==> config.mk <==
export PLATFORM = sky130hd
export DESIGN_NAME = decimal_text_to_fixed_flat
export DESIGN_NICKNAME = d
export VERILOG_FILES = /design/src/rtl/core/dtf_pkg.sv /design/src/rtl/core/dtf_in_if.sv /design/src/rtl/core/dtf_out_if.sv /design/src/rtl/core/dtf_front.sv /design/src/rtl/core/dtf_queue.sv /design/src/rtl/core/dtf_back.sv /design/src/rtl/core/decimal_text_to_fixed.sv /design/src/flat_wrapper.sv
export SDC_FILE = /design/constraint.sdc
export NUM_CORES = 2
export LEC_CHECK = 0
export BUFFER_PORTS_ARGS = -buffer_cell sky130_fd_sc_hd__buf_2
export CAP_MARGIN = 20
export CORE_ASPECT_RATIO = 0.8
export CORE_MARGIN = 2
export CORE_UTILIZATION = 70
export DETAILED_ROUTE_END_ITERATION = 8
export PLACE_DENSITY = 0.86
export SLEW_MARGIN = 20
export SYNTH_ARGS = -nofsm -noshare
export SYNTH_HDL_FRONTEND = slang
export SYNTH_SLANG_ARGS = --single-unit
==> constraint.sdc <==
create_clock -name clk -period 23.7 [get_ports clk]
set_input_delay 1.185 -clock clk [delete_from_list [all_inputs] [get_ports clk]]
set_output_delay 1.185 -clock clk [all_outputs]
set_load 0.05 [all_outputs]
==> src/rtl/core/dtf_pkg.sv <==
// ----------------------------------------------------------------------------
// dtf_pkg
// shared constants, types and tables for the decimal text to fixed converter
// ----------------------------------------------------------------------------
package dtf_pkg;

  // number format
  localparam int FRAC_DIGITS = 4;
  localparam int VALUE_BITS  = 48;

  // magnitude holds up to the saturation cap 2^(VALUE_BITS-1)
  localparam int MAG_W = VALUE_BITS;

  localparam longint unsigned LIM_U      = (64'd1 << (VALUE_BITS - 1)) - 64'd1;
  localparam longint unsigned SCALE_FULL = 64'd10 ** FRAC_DIGITS;
  localparam longint unsigned SCALE_HUND = 64'd10 ** (FRAC_DIGITS - 2);

  localparam int SCALE_W = $clog2(SCALE_FULL + 1);
  localparam int FRAC_W  = $clog2(SCALE_FULL);
  localparam int CNT_W   = $clog2(FRAC_DIGITS + 1);
  localparam int IDX_W   = $clog2(FRAC_DIGITS);
  localparam int SUM_W   = ((MAG_W > FRAC_W) ? MAG_W : FRAC_W) + 1;
  localparam int HALF_W  = MAG_W / 2;
  localparam int HI_W    = MAG_W - HALF_W;

  localparam logic [MAG_W-1:0] MAG_LIM = {1'b0, {(MAG_W-1){1'b1}}};
  localparam logic [MAG_W-1:0] MAG_CAP = {1'b1, {(MAG_W-1){1'b0}}};
  localparam logic [MAG_W-1:0] LIM_DIV_FULL = MAG_W'(LIM_U / SCALE_FULL);
  localparam logic [MAG_W-1:0] LIM_DIV_HUND = MAG_W'(LIM_U / SCALE_HUND);
  localparam logic signed [VALUE_BITS-1:0] VALUE_LIM = $signed(MAG_LIM);

  localparam logic [SCALE_W-1:0] SCALE_FULL_V = SCALE_W'(SCALE_FULL);
  localparam logic [SCALE_W-1:0] SCALE_HUND_V = SCALE_W'(SCALE_HUND);

  // character codes
  localparam logic [7:0] CH_SPACE = 8'h20;
  localparam logic [7:0] CH_EQUAL = 8'h3d;
  localparam logic [7:0] CH_COLON = 8'h3a;
  localparam logic [7:0] CH_MINUS = 8'h2d;
  localparam logic [7:0] CH_PLUS  = 8'h2b;
  localparam logic [7:0] CH_DOT   = 8'h2e;
  localparam logic [7:0] CH_ZERO  = 8'h30;
  localparam logic [7:0] CH_NINE  = 8'h39;

  // queue between front and back
  localparam int Q_DEPTH = 2;
  localparam int QPTR_W  = $clog2(Q_DEPTH);
  localparam int QCNT_W  = $clog2(Q_DEPTH + 1);

  typedef enum logic [2:0] {
    PH_LEAD,
    PH_SIGN,
    PH_INT,
    PH_FRAC,
    PH_TRAIL,
    PH_BAD
  } dtf_phase_t;

  // one finished text, handed from front to back
  typedef struct packed {
    logic              ok;
    logic              negative;
    logic              hund;
    logic [MAG_W-1:0]  magnitude;
    logic [FRAC_W-1:0] frac;
  } dtf_job_t;

  typedef struct packed {
    logic full;
    logic not_empty;
  } dtf_q_stat_t;

  // weight of each fraction digit position, most significant first
  typedef logic [FRAC_W-1:0] dtf_weight_arr_t [FRAC_DIGITS];

  function automatic dtf_weight_arr_t make_frac_weights();
    dtf_weight_arr_t w;
    longint unsigned p;
    p = 64'd1;
    for (int i = FRAC_DIGITS - 1; i >= 0; i--) begin
      w[i] = FRAC_W'(p);
      p = p * 64'd10;
    end
    return w;
  endfunction

  localparam dtf_weight_arr_t FRAC_WEIGHT = make_frac_weights();

endpackage

==> src/rtl/core/dtf_in_if.sv <==
// ----------------------------------------------------------------------------
// dtf_in_if
// character item channel: valid, ready and one character with end marker
// ----------------------------------------------------------------------------
interface dtf_in_if;
  logic       valid;
  logic       ready;
  logic [7:0] ch;
  logic       end_of_text;

  modport source (output valid, output ch, output end_of_text, input ready);
  modport sink   (input valid, input ch, input end_of_text, output ready);
endinterface

==> src/rtl/core/dtf_out_if.sv <==
// ----------------------------------------------------------------------------
// dtf_out_if
// result item channel: valid, ready and the converted value with flags
// ----------------------------------------------------------------------------
interface dtf_out_if;
  logic                                   valid;
  logic                                   ready;
  logic                                   valid_res;
  logic signed [dtf_pkg::VALUE_BITS-1:0]  value;
  logic                                   saturated;

  modport source (output valid, output valid_res, output value, output saturated,
                  input ready);
  modport sink   (input valid, input valid_res, input value, input saturated,
                  output ready);
endinterface

==> src/rtl/core/dtf_front.sv <==
// ----------------------------------------------------------------------------
// dtf_front
// character parser: grammar state machine, digit accumulation, job push
// ----------------------------------------------------------------------------
module dtf_front (
  input  logic                 clk,
  input  logic                 rst_n,
  dtf_in_if.sink               in_if,
  input  logic                 cfg_we,
  input  logic                 cfg_wdata,
  input  dtf_pkg::dtf_q_stat_t q_stat,
  output logic                 push,
  output dtf_pkg::dtf_job_t    push_job
);
  import dtf_pkg::*;

  dtf_phase_t        phase_r, phase_nxt;
  logic [MAG_W-1:0]  mag_r, mag_nxt;
  logic [FRAC_W-1:0] frac_r, frac_nxt;
  logic [CNT_W-1:0]  cnt_r, cnt_nxt;
  logic              neg_r, neg_nxt;
  logic              seen_dig_r, seen_dig_nxt;
  logic              seen_dot_r, seen_dot_nxt;
  logic              hund_r;

  logic              accept;
  logic              is_sep, is_dig;
  logic [3:0]        dig;
  logic [MAG_W+3:0]  mag_wide, mag_x10;
  logic [MAG_W-1:0]  mag_added;
  logic [FRAC_W-1:0] frac_added;

  assign in_if.ready = !q_stat.full;
  assign accept      = in_if.valid && in_if.ready;

  assign is_sep = in_if.ch inside {CH_SPACE, CH_EQUAL, CH_COLON};
  assign is_dig = in_if.ch inside {[CH_ZERO:CH_NINE]};
  assign dig    = in_if.ch[3:0];

  // saturating magnitude * 10 + digit
  assign mag_wide  = {4'b0, mag_r};
  assign mag_x10   = (mag_wide << 3) + (mag_wide << 1) + {{MAG_W{1'b0}}, dig};
  assign mag_added = (mag_x10 > {4'b0, MAG_CAP}) ? MAG_CAP : mag_x10[MAG_W-1:0];

  assign frac_added = frac_r
                    + FRAC_W'({{(FRAC_W-4){1'b0}}, dig} * FRAC_WEIGHT[cnt_r[IDX_W-1:0]]);

  // next state
  always_comb begin
    phase_nxt = phase_r;
    if (accept) begin
      if (in_if.end_of_text) begin
        phase_nxt = PH_LEAD;
      end else begin
        case (phase_r)
          PH_LEAD: begin
            if (is_sep) phase_nxt = PH_LEAD;
            else if (in_if.ch == CH_MINUS || in_if.ch == CH_PLUS) phase_nxt = PH_SIGN;
            else if (is_dig) phase_nxt = PH_INT;
            else if (in_if.ch == CH_DOT) phase_nxt = PH_FRAC;
            else phase_nxt = PH_BAD;
          end
          PH_SIGN, PH_INT: begin
            if (is_dig) phase_nxt = PH_INT;
            else if (in_if.ch == CH_DOT) phase_nxt = PH_FRAC;
            else if (is_sep) phase_nxt = PH_TRAIL;
            else phase_nxt = PH_BAD;
          end
          PH_FRAC: begin
            if (is_dig) phase_nxt = PH_FRAC;
            else if (is_sep) phase_nxt = PH_TRAIL;
            else phase_nxt = PH_BAD;
          end
          PH_TRAIL: begin
            if (!is_sep) phase_nxt = PH_BAD;
          end
          default: phase_nxt = PH_BAD;
        endcase
      end
    end
  end

  // datapath updates
  always_comb begin
    mag_nxt      = mag_r;
    frac_nxt     = frac_r;
    cnt_nxt      = cnt_r;
    neg_nxt      = neg_r;
    seen_dig_nxt = seen_dig_r;
    seen_dot_nxt = seen_dot_r;
    if (accept) begin
      if (in_if.end_of_text) begin
        mag_nxt      = '0;
        frac_nxt     = '0;
        cnt_nxt      = '0;
        neg_nxt      = 1'b0;
        seen_dig_nxt = 1'b0;
        seen_dot_nxt = 1'b0;
      end else begin
        case (phase_r)
          PH_LEAD, PH_SIGN, PH_INT: begin
            if (phase_r == PH_LEAD && in_if.ch == CH_MINUS) begin
              neg_nxt = 1'b1;
            end else if (is_dig && !(phase_r == PH_LEAD && is_sep)) begin
              mag_nxt      = mag_added;
              seen_dig_nxt = 1'b1;
            end else if (in_if.ch == CH_DOT) begin
              seen_dot_nxt = 1'b1;
            end
          end
          PH_FRAC: begin
            if (is_dig) begin
              seen_dig_nxt = 1'b1;
              if (cnt_r < CNT_W'(FRAC_DIGITS)) begin
                cnt_nxt  = cnt_r + CNT_W'(1);
                frac_nxt = frac_added;
              end
            end
          end
          default: ;
        endcase
      end
    end
  end

  always_ff @(posedge clk) begin
    if (!rst_n) begin
      phase_r    <= PH_LEAD;
      mag_r      <= '0;
      frac_r     <= '0;
      cnt_r      <= '0;
      neg_r      <= 1'b0;
      seen_dig_r <= 1'b0;
      seen_dot_r <= 1'b0;
      hund_r     <= 1'b0;
    end else begin
      phase_r    <= phase_nxt;
      mag_r      <= mag_nxt;
      frac_r     <= frac_nxt;
      cnt_r      <= cnt_nxt;
      neg_r      <= neg_nxt;
      seen_dig_r <= seen_dig_nxt;
      seen_dot_r <= seen_dot_nxt;
      if (cfg_we) hund_r <= cfg_wdata;
    end
  end

  assign push               = accept && in_if.end_of_text;
  assign push_job.ok        = (phase_r != PH_BAD) && seen_dig_r;
  assign push_job.negative  = neg_r;
  assign push_job.hund      = hund_r && !seen_dot_r;
  assign push_job.magnitude = mag_r;
  assign push_job.frac      = frac_r;

endmodule

==> src/rtl/core/dtf_queue.sv <==
// ----------------------------------------------------------------------------
// dtf_queue
// short job queue between parser and arithmetic back end
// ----------------------------------------------------------------------------
module dtf_queue (
  input  logic                 clk,
  input  logic                 rst_n,
  input  logic                 push,
  input  dtf_pkg::dtf_job_t    push_job,
  input  logic                 pop,
  output dtf_pkg::dtf_job_t    pop_job,
  output dtf_pkg::dtf_q_stat_t stat
);
  import dtf_pkg::*;

  dtf_job_t          entry_r [Q_DEPTH];
  logic [QPTR_W-1:0] wr_ptr_r, wr_ptr_nxt;
  logic [QPTR_W-1:0] rd_ptr_r, rd_ptr_nxt;
  logic [QCNT_W-1:0] count_r, count_nxt;

  assign stat.full      = (count_r == QCNT_W'(Q_DEPTH));
  assign stat.not_empty = (count_r != '0);
  assign pop_job        = entry_r[rd_ptr_r];

  always_comb begin
    wr_ptr_nxt = push ? wr_ptr_r + QPTR_W'(1) : wr_ptr_r;
    rd_ptr_nxt = pop  ? rd_ptr_r + QPTR_W'(1) : rd_ptr_r;
    case ({push, pop})
      2'b10:   count_nxt = count_r + QCNT_W'(1);
      2'b01:   count_nxt = count_r - QCNT_W'(1);
      default: count_nxt = count_r;
    endcase
  end

  always_ff @(posedge clk) begin
    if (push) entry_r[wr_ptr_r] <= push_job;
  end

  always_ff @(posedge clk) begin
    if (!rst_n) begin
      wr_ptr_r <= '0;
      rd_ptr_r <= '0;
      count_r  <= '0;
    end else begin
      wr_ptr_r <= wr_ptr_nxt;
      rd_ptr_r <= rd_ptr_nxt;
      count_r  <= count_nxt;
    end
  end

endmodule

==> src/rtl/core/dtf_back.sv <==
// ----------------------------------------------------------------------------
// dtf_back
// scaling pipeline: partial products, sum with fraction, clamp and sign
// ----------------------------------------------------------------------------
module dtf_back (
  input  logic                 clk,
  input  logic                 rst_n,
  input  dtf_pkg::dtf_q_stat_t q_stat,
  input  dtf_pkg::dtf_job_t    pop_job,
  output logic                 pop,
  dtf_out_if.source            out_if
);
  import dtf_pkg::*;

  logic                     en;
  logic [SCALE_W-1:0]       scale;
  logic [MAG_W-1:0]         lim_div;

  // stage 1
  logic                     s1_v_r;
  logic                     s1_ok_r, s1_neg_r, s1_over_r;
  logic [HALF_W+SCALE_W-1:0] s1_pp_lo_r, s1_pp_lo_nxt;
  logic [HI_W+SCALE_W-1:0]  s1_pp_hi_r, s1_pp_hi_nxt;
  logic [FRAC_W-1:0]        s1_frac_r;

  // stage 2
  logic                     s2_v_r;
  logic                     s2_ok_r, s2_neg_r, s2_over_r;
  logic [SUM_W-1:0]         s2_sum_r, s2_sum_nxt;

  // output register
  logic                     out_v_r;
  logic                     out_ok_r, out_sat_r;
  logic [MAG_W-1:0]         out_val_r;
  logic                     clamp;
  logic [MAG_W-1:0]         mag_fin, val_fin;

  assign en  = !out_v_r || out_if.ready;
  assign pop = en && q_stat.not_empty;

  assign scale   = pop_job.hund ? SCALE_HUND_V : SCALE_FULL_V;
  assign lim_div = pop_job.hund ? LIM_DIV_HUND : LIM_DIV_FULL;

  assign s1_pp_lo_nxt = (HALF_W+SCALE_W)'(pop_job.magnitude[HALF_W-1:0])
                      * (HALF_W+SCALE_W)'(scale);
  assign s1_pp_hi_nxt = (HI_W+SCALE_W)'(pop_job.magnitude[MAG_W-1:HALF_W])
                      * (HI_W+SCALE_W)'(scale);

  assign s2_sum_nxt = SUM_W'({s1_pp_hi_r, {HALF_W{1'b0}}})
                    + SUM_W'(s1_pp_lo_r)
                    + SUM_W'(s1_frac_r);

  assign clamp   = s2_over_r || (s2_sum_r > SUM_W'(MAG_LIM));
  assign mag_fin = clamp ? MAG_LIM : s2_sum_r[MAG_W-1:0];
  assign val_fin = s2_neg_r ? (~mag_fin + MAG_W'(1)) : mag_fin;

  always_ff @(posedge clk) begin
    if (en) begin
      s1_ok_r    <= pop_job.ok;
      s1_neg_r   <= pop_job.negative;
      s1_over_r  <= pop_job.magnitude > lim_div;
      s1_pp_lo_r <= s1_pp_lo_nxt;
      s1_pp_hi_r <= s1_pp_hi_nxt;
      s1_frac_r  <= pop_job.frac;
      s2_ok_r    <= s1_ok_r;
      s2_neg_r   <= s1_neg_r;
      s2_over_r  <= s1_over_r;
      s2_sum_r   <= s2_sum_nxt;
      out_ok_r   <= s2_ok_r;
      out_sat_r  <= s2_ok_r && clamp;
      out_val_r  <= s2_ok_r ? val_fin : '0;
    end
  end

  always_ff @(posedge clk) begin
    if (!rst_n) begin
      s1_v_r  <= 1'b0;
      s2_v_r  <= 1'b0;
      out_v_r <= 1'b0;
    end else if (en) begin
      s1_v_r  <= q_stat.not_empty;
      s2_v_r  <= s1_v_r;
      out_v_r <= s2_v_r;
    end
  end

  assign out_if.valid     = out_v_r;
  assign out_if.valid_res = out_ok_r;
  assign out_if.value     = $signed(out_val_r);
  assign out_if.saturated = out_sat_r;

endmodule

==> src/rtl/core/decimal_text_to_fixed.sv <==
// ----------------------------------------------------------------------------
// decimal_text_to_fixed
// converts decimal number text, one character item at a time, to signed
// fixed point in units of 10^-FRAC_DIGITS
// ----------------------------------------------------------------------------
//
//  channel | direction | payload                          | handshake
//  --------+-----------+----------------------------------+------------------
//  in_if   | sink      | ch[7:0], end_of_text             | valid / ready
//  out_if  | source    | valid_res, value[47:0], saturated| valid / ready
//  cfg     | write     | cfg_wdata = hundredths_mode      | cfg_we, no wait
//
//  one character item per cycle while the job queue has room; an end item's
//  result passes the queue, product stage, sum stage and output register
//  rst_n is synchronous; it clears the parser state, the queue and the
//  pipeline valids, and no clearing pass follows
//  in_if.ready drops only while the two-entry job queue is full; the back end
//  pipeline holds as a whole while a result waits on out_if.ready
// ----------------------------------------------------------------------------
module decimal_text_to_fixed (
  input  logic       clk,
  input  logic       rst_n,
  dtf_in_if.sink     in_if,
  dtf_out_if.source  out_if,
  input  logic       cfg_we,
  input  logic       cfg_wdata
);
  import dtf_pkg::*;

  // job handoff between parser and arithmetic
  logic        push;
  logic        pop;
  dtf_job_t    push_job;
  dtf_job_t    pop_job;
  dtf_q_stat_t q_stat;

  // front: grammar state machine and digit accumulation
  dtf_front u_front (
    .clk       (clk),
    .rst_n     (rst_n),
    .in_if     (in_if),
    .cfg_we    (cfg_we),
    .cfg_wdata (cfg_wdata),
    .q_stat    (q_stat),
    .push      (push),
    .push_job  (push_job)
  );

  // short queue so a stalled result does not stop character intake at once
  dtf_queue u_queue (
    .clk      (clk),
    .rst_n    (rst_n),
    .push     (push),
    .push_job (push_job),
    .pop      (pop),
    .pop_job  (pop_job),
    .stat     (q_stat)
  );

  // back: scale by a power of ten, add fraction, clamp, apply sign
  dtf_back u_back (
    .clk     (clk),
    .rst_n   (rst_n),
    .q_stat  (q_stat),
    .pop_job (pop_job),
    .pop     (pop),
    .out_if  (out_if)
  );

  // an invalid text always reports zero and no saturation
  a_invalid_zero: assert property (@(posedge clk) disable iff (!rst_n)
    out_if.valid && !out_if.valid_res |-> out_if.value == '0 && !out_if.saturated)
    else $error("invalid result carries a nonzero value or flag");

  // a saturated result sits on one of the two symmetric limits
  a_sat_limit: assert property (@(posedge clk) disable iff (!rst_n)
    out_if.valid && out_if.saturated |->
      (out_if.value == VALUE_LIM || out_if.value == -VALUE_LIM))
    else $error("saturated result is not at the clamp limit");

  // the queue is never written while full
  a_no_overrun: assert property (@(posedge clk) disable iff (!rst_n)
    push |-> !q_stat.full)
    else $error("job pushed into a full queue");

  // a pop only happens with something queued
  a_no_underrun: assert property (@(posedge clk) disable iff (!rst_n)
    pop |-> q_stat.not_empty)
    else $error("job popped from an empty queue");

endmodule

==> src/flat_wrapper.sv <==
// flat-port wrapper written by rule: the top's interface ports become plain ports
module decimal_text_to_fixed_flat import dtf_pkg::*;
  (clk, rst_n, cfg_we, cfg_wdata, in_if_valid, in_if_ch, in_if_end_of_text, in_if_ready, out_if_valid, out_if_valid_res, out_if_value, out_if_saturated, out_if_ready);
  dtf_in_if in_if_i ();
  dtf_out_if out_if_i ();
  input  logic clk;
  input  logic rst_n;
  input  logic cfg_we;
  input  logic cfg_wdata;
  input wire logic [$bits(in_if_i.valid)-1:0] in_if_valid;
  input wire logic [$bits(in_if_i.ch)-1:0] in_if_ch;
  input wire logic [$bits(in_if_i.end_of_text)-1:0] in_if_end_of_text;
  output wire logic [$bits(in_if_i.ready)-1:0] in_if_ready;
  output wire logic [$bits(out_if_i.valid)-1:0] out_if_valid;
  output wire logic [$bits(out_if_i.valid_res)-1:0] out_if_valid_res;
  output wire logic [$bits(out_if_i.value)-1:0] out_if_value;
  output wire logic [$bits(out_if_i.saturated)-1:0] out_if_saturated;
  input wire logic [$bits(out_if_i.ready)-1:0] out_if_ready;
  assign in_if_i.valid = in_if_valid;
  assign in_if_i.ch = in_if_ch;
  assign in_if_i.end_of_text = in_if_end_of_text;
  assign in_if_ready = in_if_i.ready;
  assign out_if_valid = out_if_i.valid;
  assign out_if_valid_res = out_if_i.valid_res;
  assign out_if_value = out_if_i.value;
  assign out_if_saturated = out_if_i.saturated;
  assign out_if_i.ready = out_if_ready;
  decimal_text_to_fixed u_core (.clk(clk), .rst_n(rst_n), .in_if(in_if_i), .out_if(out_if_i), .cfg_we(cfg_we), .cfg_wdata(cfg_wdata));
endmodule
==> results.md <==
* Cells after Synth at 3078
* Most frequent cells in the layout: ha_1 (489), inv_1 (370), edfxtp_1 (308), fa_1 (226), nor2_1 (209)
* CP max FO at 68
* Reg clk slew, reported paths at 60 ps
* Fillers at roughly 2900
* Ant diodes at 0
* Total core area at 45810 sq um
* Layout cell share with drive strength beyond 1 at between 6 and 7%
* Routed WL at approximately 71 mm
* Hold_buf cts at 0
* Via/cell ratio at 6.079
* Min Clock Period, post-route at ~8000 ps
* Critical Path RT at between 20000 and 25000 ps
* Slew Limit Fails at 0
* Grt ovf at 0
* Top Ports at 67
* Die H at around 200 um
* Maxcap violations at 0
* RSZ-0062 raised after global routing: no
* Multi-input logic area at around 20000 sq um
* Antenna violations before repair at 0
* Drt wl/cell at 18.76 um
* Die ar. at between 40000 and 50000 sq um
* Largest net degree at the start of global routing at 100
* Relative slew margins at between 30% and 40%
* Met2 routed WL at 32.18 mm
* CTS tree: built
* Detailed-route via count at between 20000 and 25000
* Critical path arrival at 8480 ps
* Top layer in use: met4
* Layout Skew at ~35 ps
* CP cell instances: mux2i_4 -> buf_4 -> inv_1 -> buf_4 -> nor2_1 -> xor2_1 -> ha_1 -> or2_2 -> fa_1 -> inv_1 -> fa_1 -> inv_1 -> fa_1 -> fa_1 -> ha_1 -> ha_1 -> or4_1 -> o22ai_1 -> a32o_1 -> o211ai_1 -> o41ai_1 -> o21ai_0 -> o41ai_1 -> xnor2_1
* Max stage delay on crit path at 630 ps
* Cts repair resizes at 0
* Most common cell after layout, fill and taps aside: ha_1
* Register area at between 10000 and 15000 sq um
* Synth-to-Final Area Change at 7.137%
* Critical path class: reg -> reg
* First-pass DRT Iterations at 6
* Clk_lat worst skew at around 570 ps
* Hold Vio Cnt, Final at 0
* Ys async rst share at 0%
* Cell variety after synth at between 70 and 80
* Worst min path class: reg -> reg
* Synth Warn # at 0
* Post-synth EDFFs at slightly above 300
* Outcome: finished, final reports clean
* Slowest CP cell: buf_4
* Postcts setup bufs at 0
* Site Rows at 70
* Vias in the first global route at roughly 23000
* Initial core utilization at 71.08%
* Critical Path Start Type: register
* Number of remaining DRC errors at 0
* Least-Margin Pin Slew at 953.0 ps
* GRT Total Usage at 29.63%
* Chip width at approximately 250 um
* Maximum buffer depth of the clock tree at 3
* Placer Congestion at slightly above 0.9
* Final antenna-violating net count at 0
* Clk root buf: clkbuf_16
* First-pass GRT wire length at 115.1 mm
* Total negative slack at 0 ps
* Post-synthesis sequential area ratio at around a third
* Clock sink count at about 390
* Final setup violation count at 0
* Post-synth top flop: edfxtp_1
* CP dominant cell by count: fa_1
* CTS Buf Count at 40
* Peak Freq at around 120 MHz
* CP endpoint kind: register
* H-tree levels at 2
* Yosys reg bits at ~390
* Final #Nets at 3856
* Mean post-synth cell area at around 11 sq um
* Wire length on met1 at about 32 mm
* Hpwl dp at between 50 and 60 mm
* Port Buffer Count at 66
* Tcrit/Tclk final at between 30% and 40%
* Drt initial violations at 1797
* Mapped Area at 32560 sq um
* Metal3 WL at between 4 and 5 mm
[path summary, 6_finish.rpt]
check	startpoint	endpoint	slack, ps	cells past startpoint
min reg2reg	u_core.u_back.s1_frac_r[0]	u_core.u_back.s2_sum_r[0]	420	0
max	register	u_core.u_back.s1_pp_lo_r[30]	15500	24
min	u_core.u_back.s1_frac_r[0]	u_core.u_back.s2_sum_r[0]	420	0
max reg2reg	register	u_core.u_back.s1_pp_lo_r[30]	15500	24
[area by class of cell]
cell class,count,area share (%)
inverter,372,4.017
clock inverter,25,0.8035
multi-input combinational,2244,57.53
clock buffer,49,3.053
tap,612,2.195
timing repair buffer,80,1.281
sequential,388,31.12
[per-layer routing]
layer	vias up	track usage [%]
li1	10900	-
met1	11060	41.50
met2	814	47.63
met3	149	5.079
met4	0	8.943
met5	-	0
[worst max-delay path, delay by kind of cell, from the launching register on]
family | cells | cell delay [ps]
buffers and inverters | 5 | 1220
XOR/XNOR | 2 | 280
AND/OR/NAND/NOR | 3 | 1180
adder cells (fa/ha/maj) | 7 | 2500
multiplexers | 1 | 280
flip-flops | 1 | 580
AO/OA/AOI/OAI | 6 | 1810
[logic make-up (layout without fill, tap and decap cells)]
kind of cell / Yosys count / after routing / share of synthesized area, %
buffers and inverters: 452 / 526 / 5.215
DFF: 388 / 388 / 33.33
other: 1 / 7 / 0.01152
muxes: 69 / 69 / 2.248
and+or+nand+nor: 705 / 705 / 10.56
adders and majority gates: 715 / 715 / 32.69
AOI/OAI and AO/OA: 558 / 558 / 10.83
xor gates and xnor gates: 190 / 190 / 5.111
[sequential cells by signal, summed over array words and instances, names as in the netlist, 14 cells and up, named ones only]
register and cells:
u_core.u_back.s1_pp_hi_r 23, u_core.u_front.frac_r 14, u_core.u_back.s1_frac_r 14, u_core.u_queue.entry_r 130
u_core.u_back.out_if.value 48, u_core.u_back.s2_sum_r 49, u_core.u_front.mag_r 48, u_core.u_back.s1_pp_lo_r 36
[synthesized netlist by cell type, drive strengths merged, types with 19 or more instances]
cell type	number	area (sq um)
nand3	33	165.2
fa	226	4524
clkbuf	69	259.0
nand2b	27	168.9
o31ai	19	147.6
xnor2	119	1042
a21oi	152	760.7
nor2	211	792.0
or2	22	137.6
and2	38	237.7
dfxtp	80	1602
a21o	48	360.4
nand2	173	649.4
mux2i	36	360.4
o21ai	147	735.7
mux2	33	371.6
a31oi	28	175.2
ha	489	6118
and3	21	131.4
inv	371	1393
edfxtp	308	9249
nand4	29	181.4
nor2b	26	162.7
o21a	33	247.7
or3	32	205.2
xor2	71	621.9
nor3	43	226.5
[stage by stage]
stage | instances | hold WS, ps | utilization [%] | area [sq um] | setup WS [ps]
floorplan | 3084 | 400.3 | - | 32580 | 15540
global placement | 3695 | 404.0 | 73.17 | 33520 | 15980
detailed placement | 3695 | 405.4 | 73.17 | 33520 | 15710
CTS | 3769 | 419.6 | 76.11 | 34860 | 15600
global route | 3770 | 432.7 | 76.15 | 34880 | 15010
finish | 3770 | 420.2 | 76.15 | 34880 | 15500
Power is not shown: default switching activity piles up to over one toggle a cycle in this logic, so the estimate is an artifact.
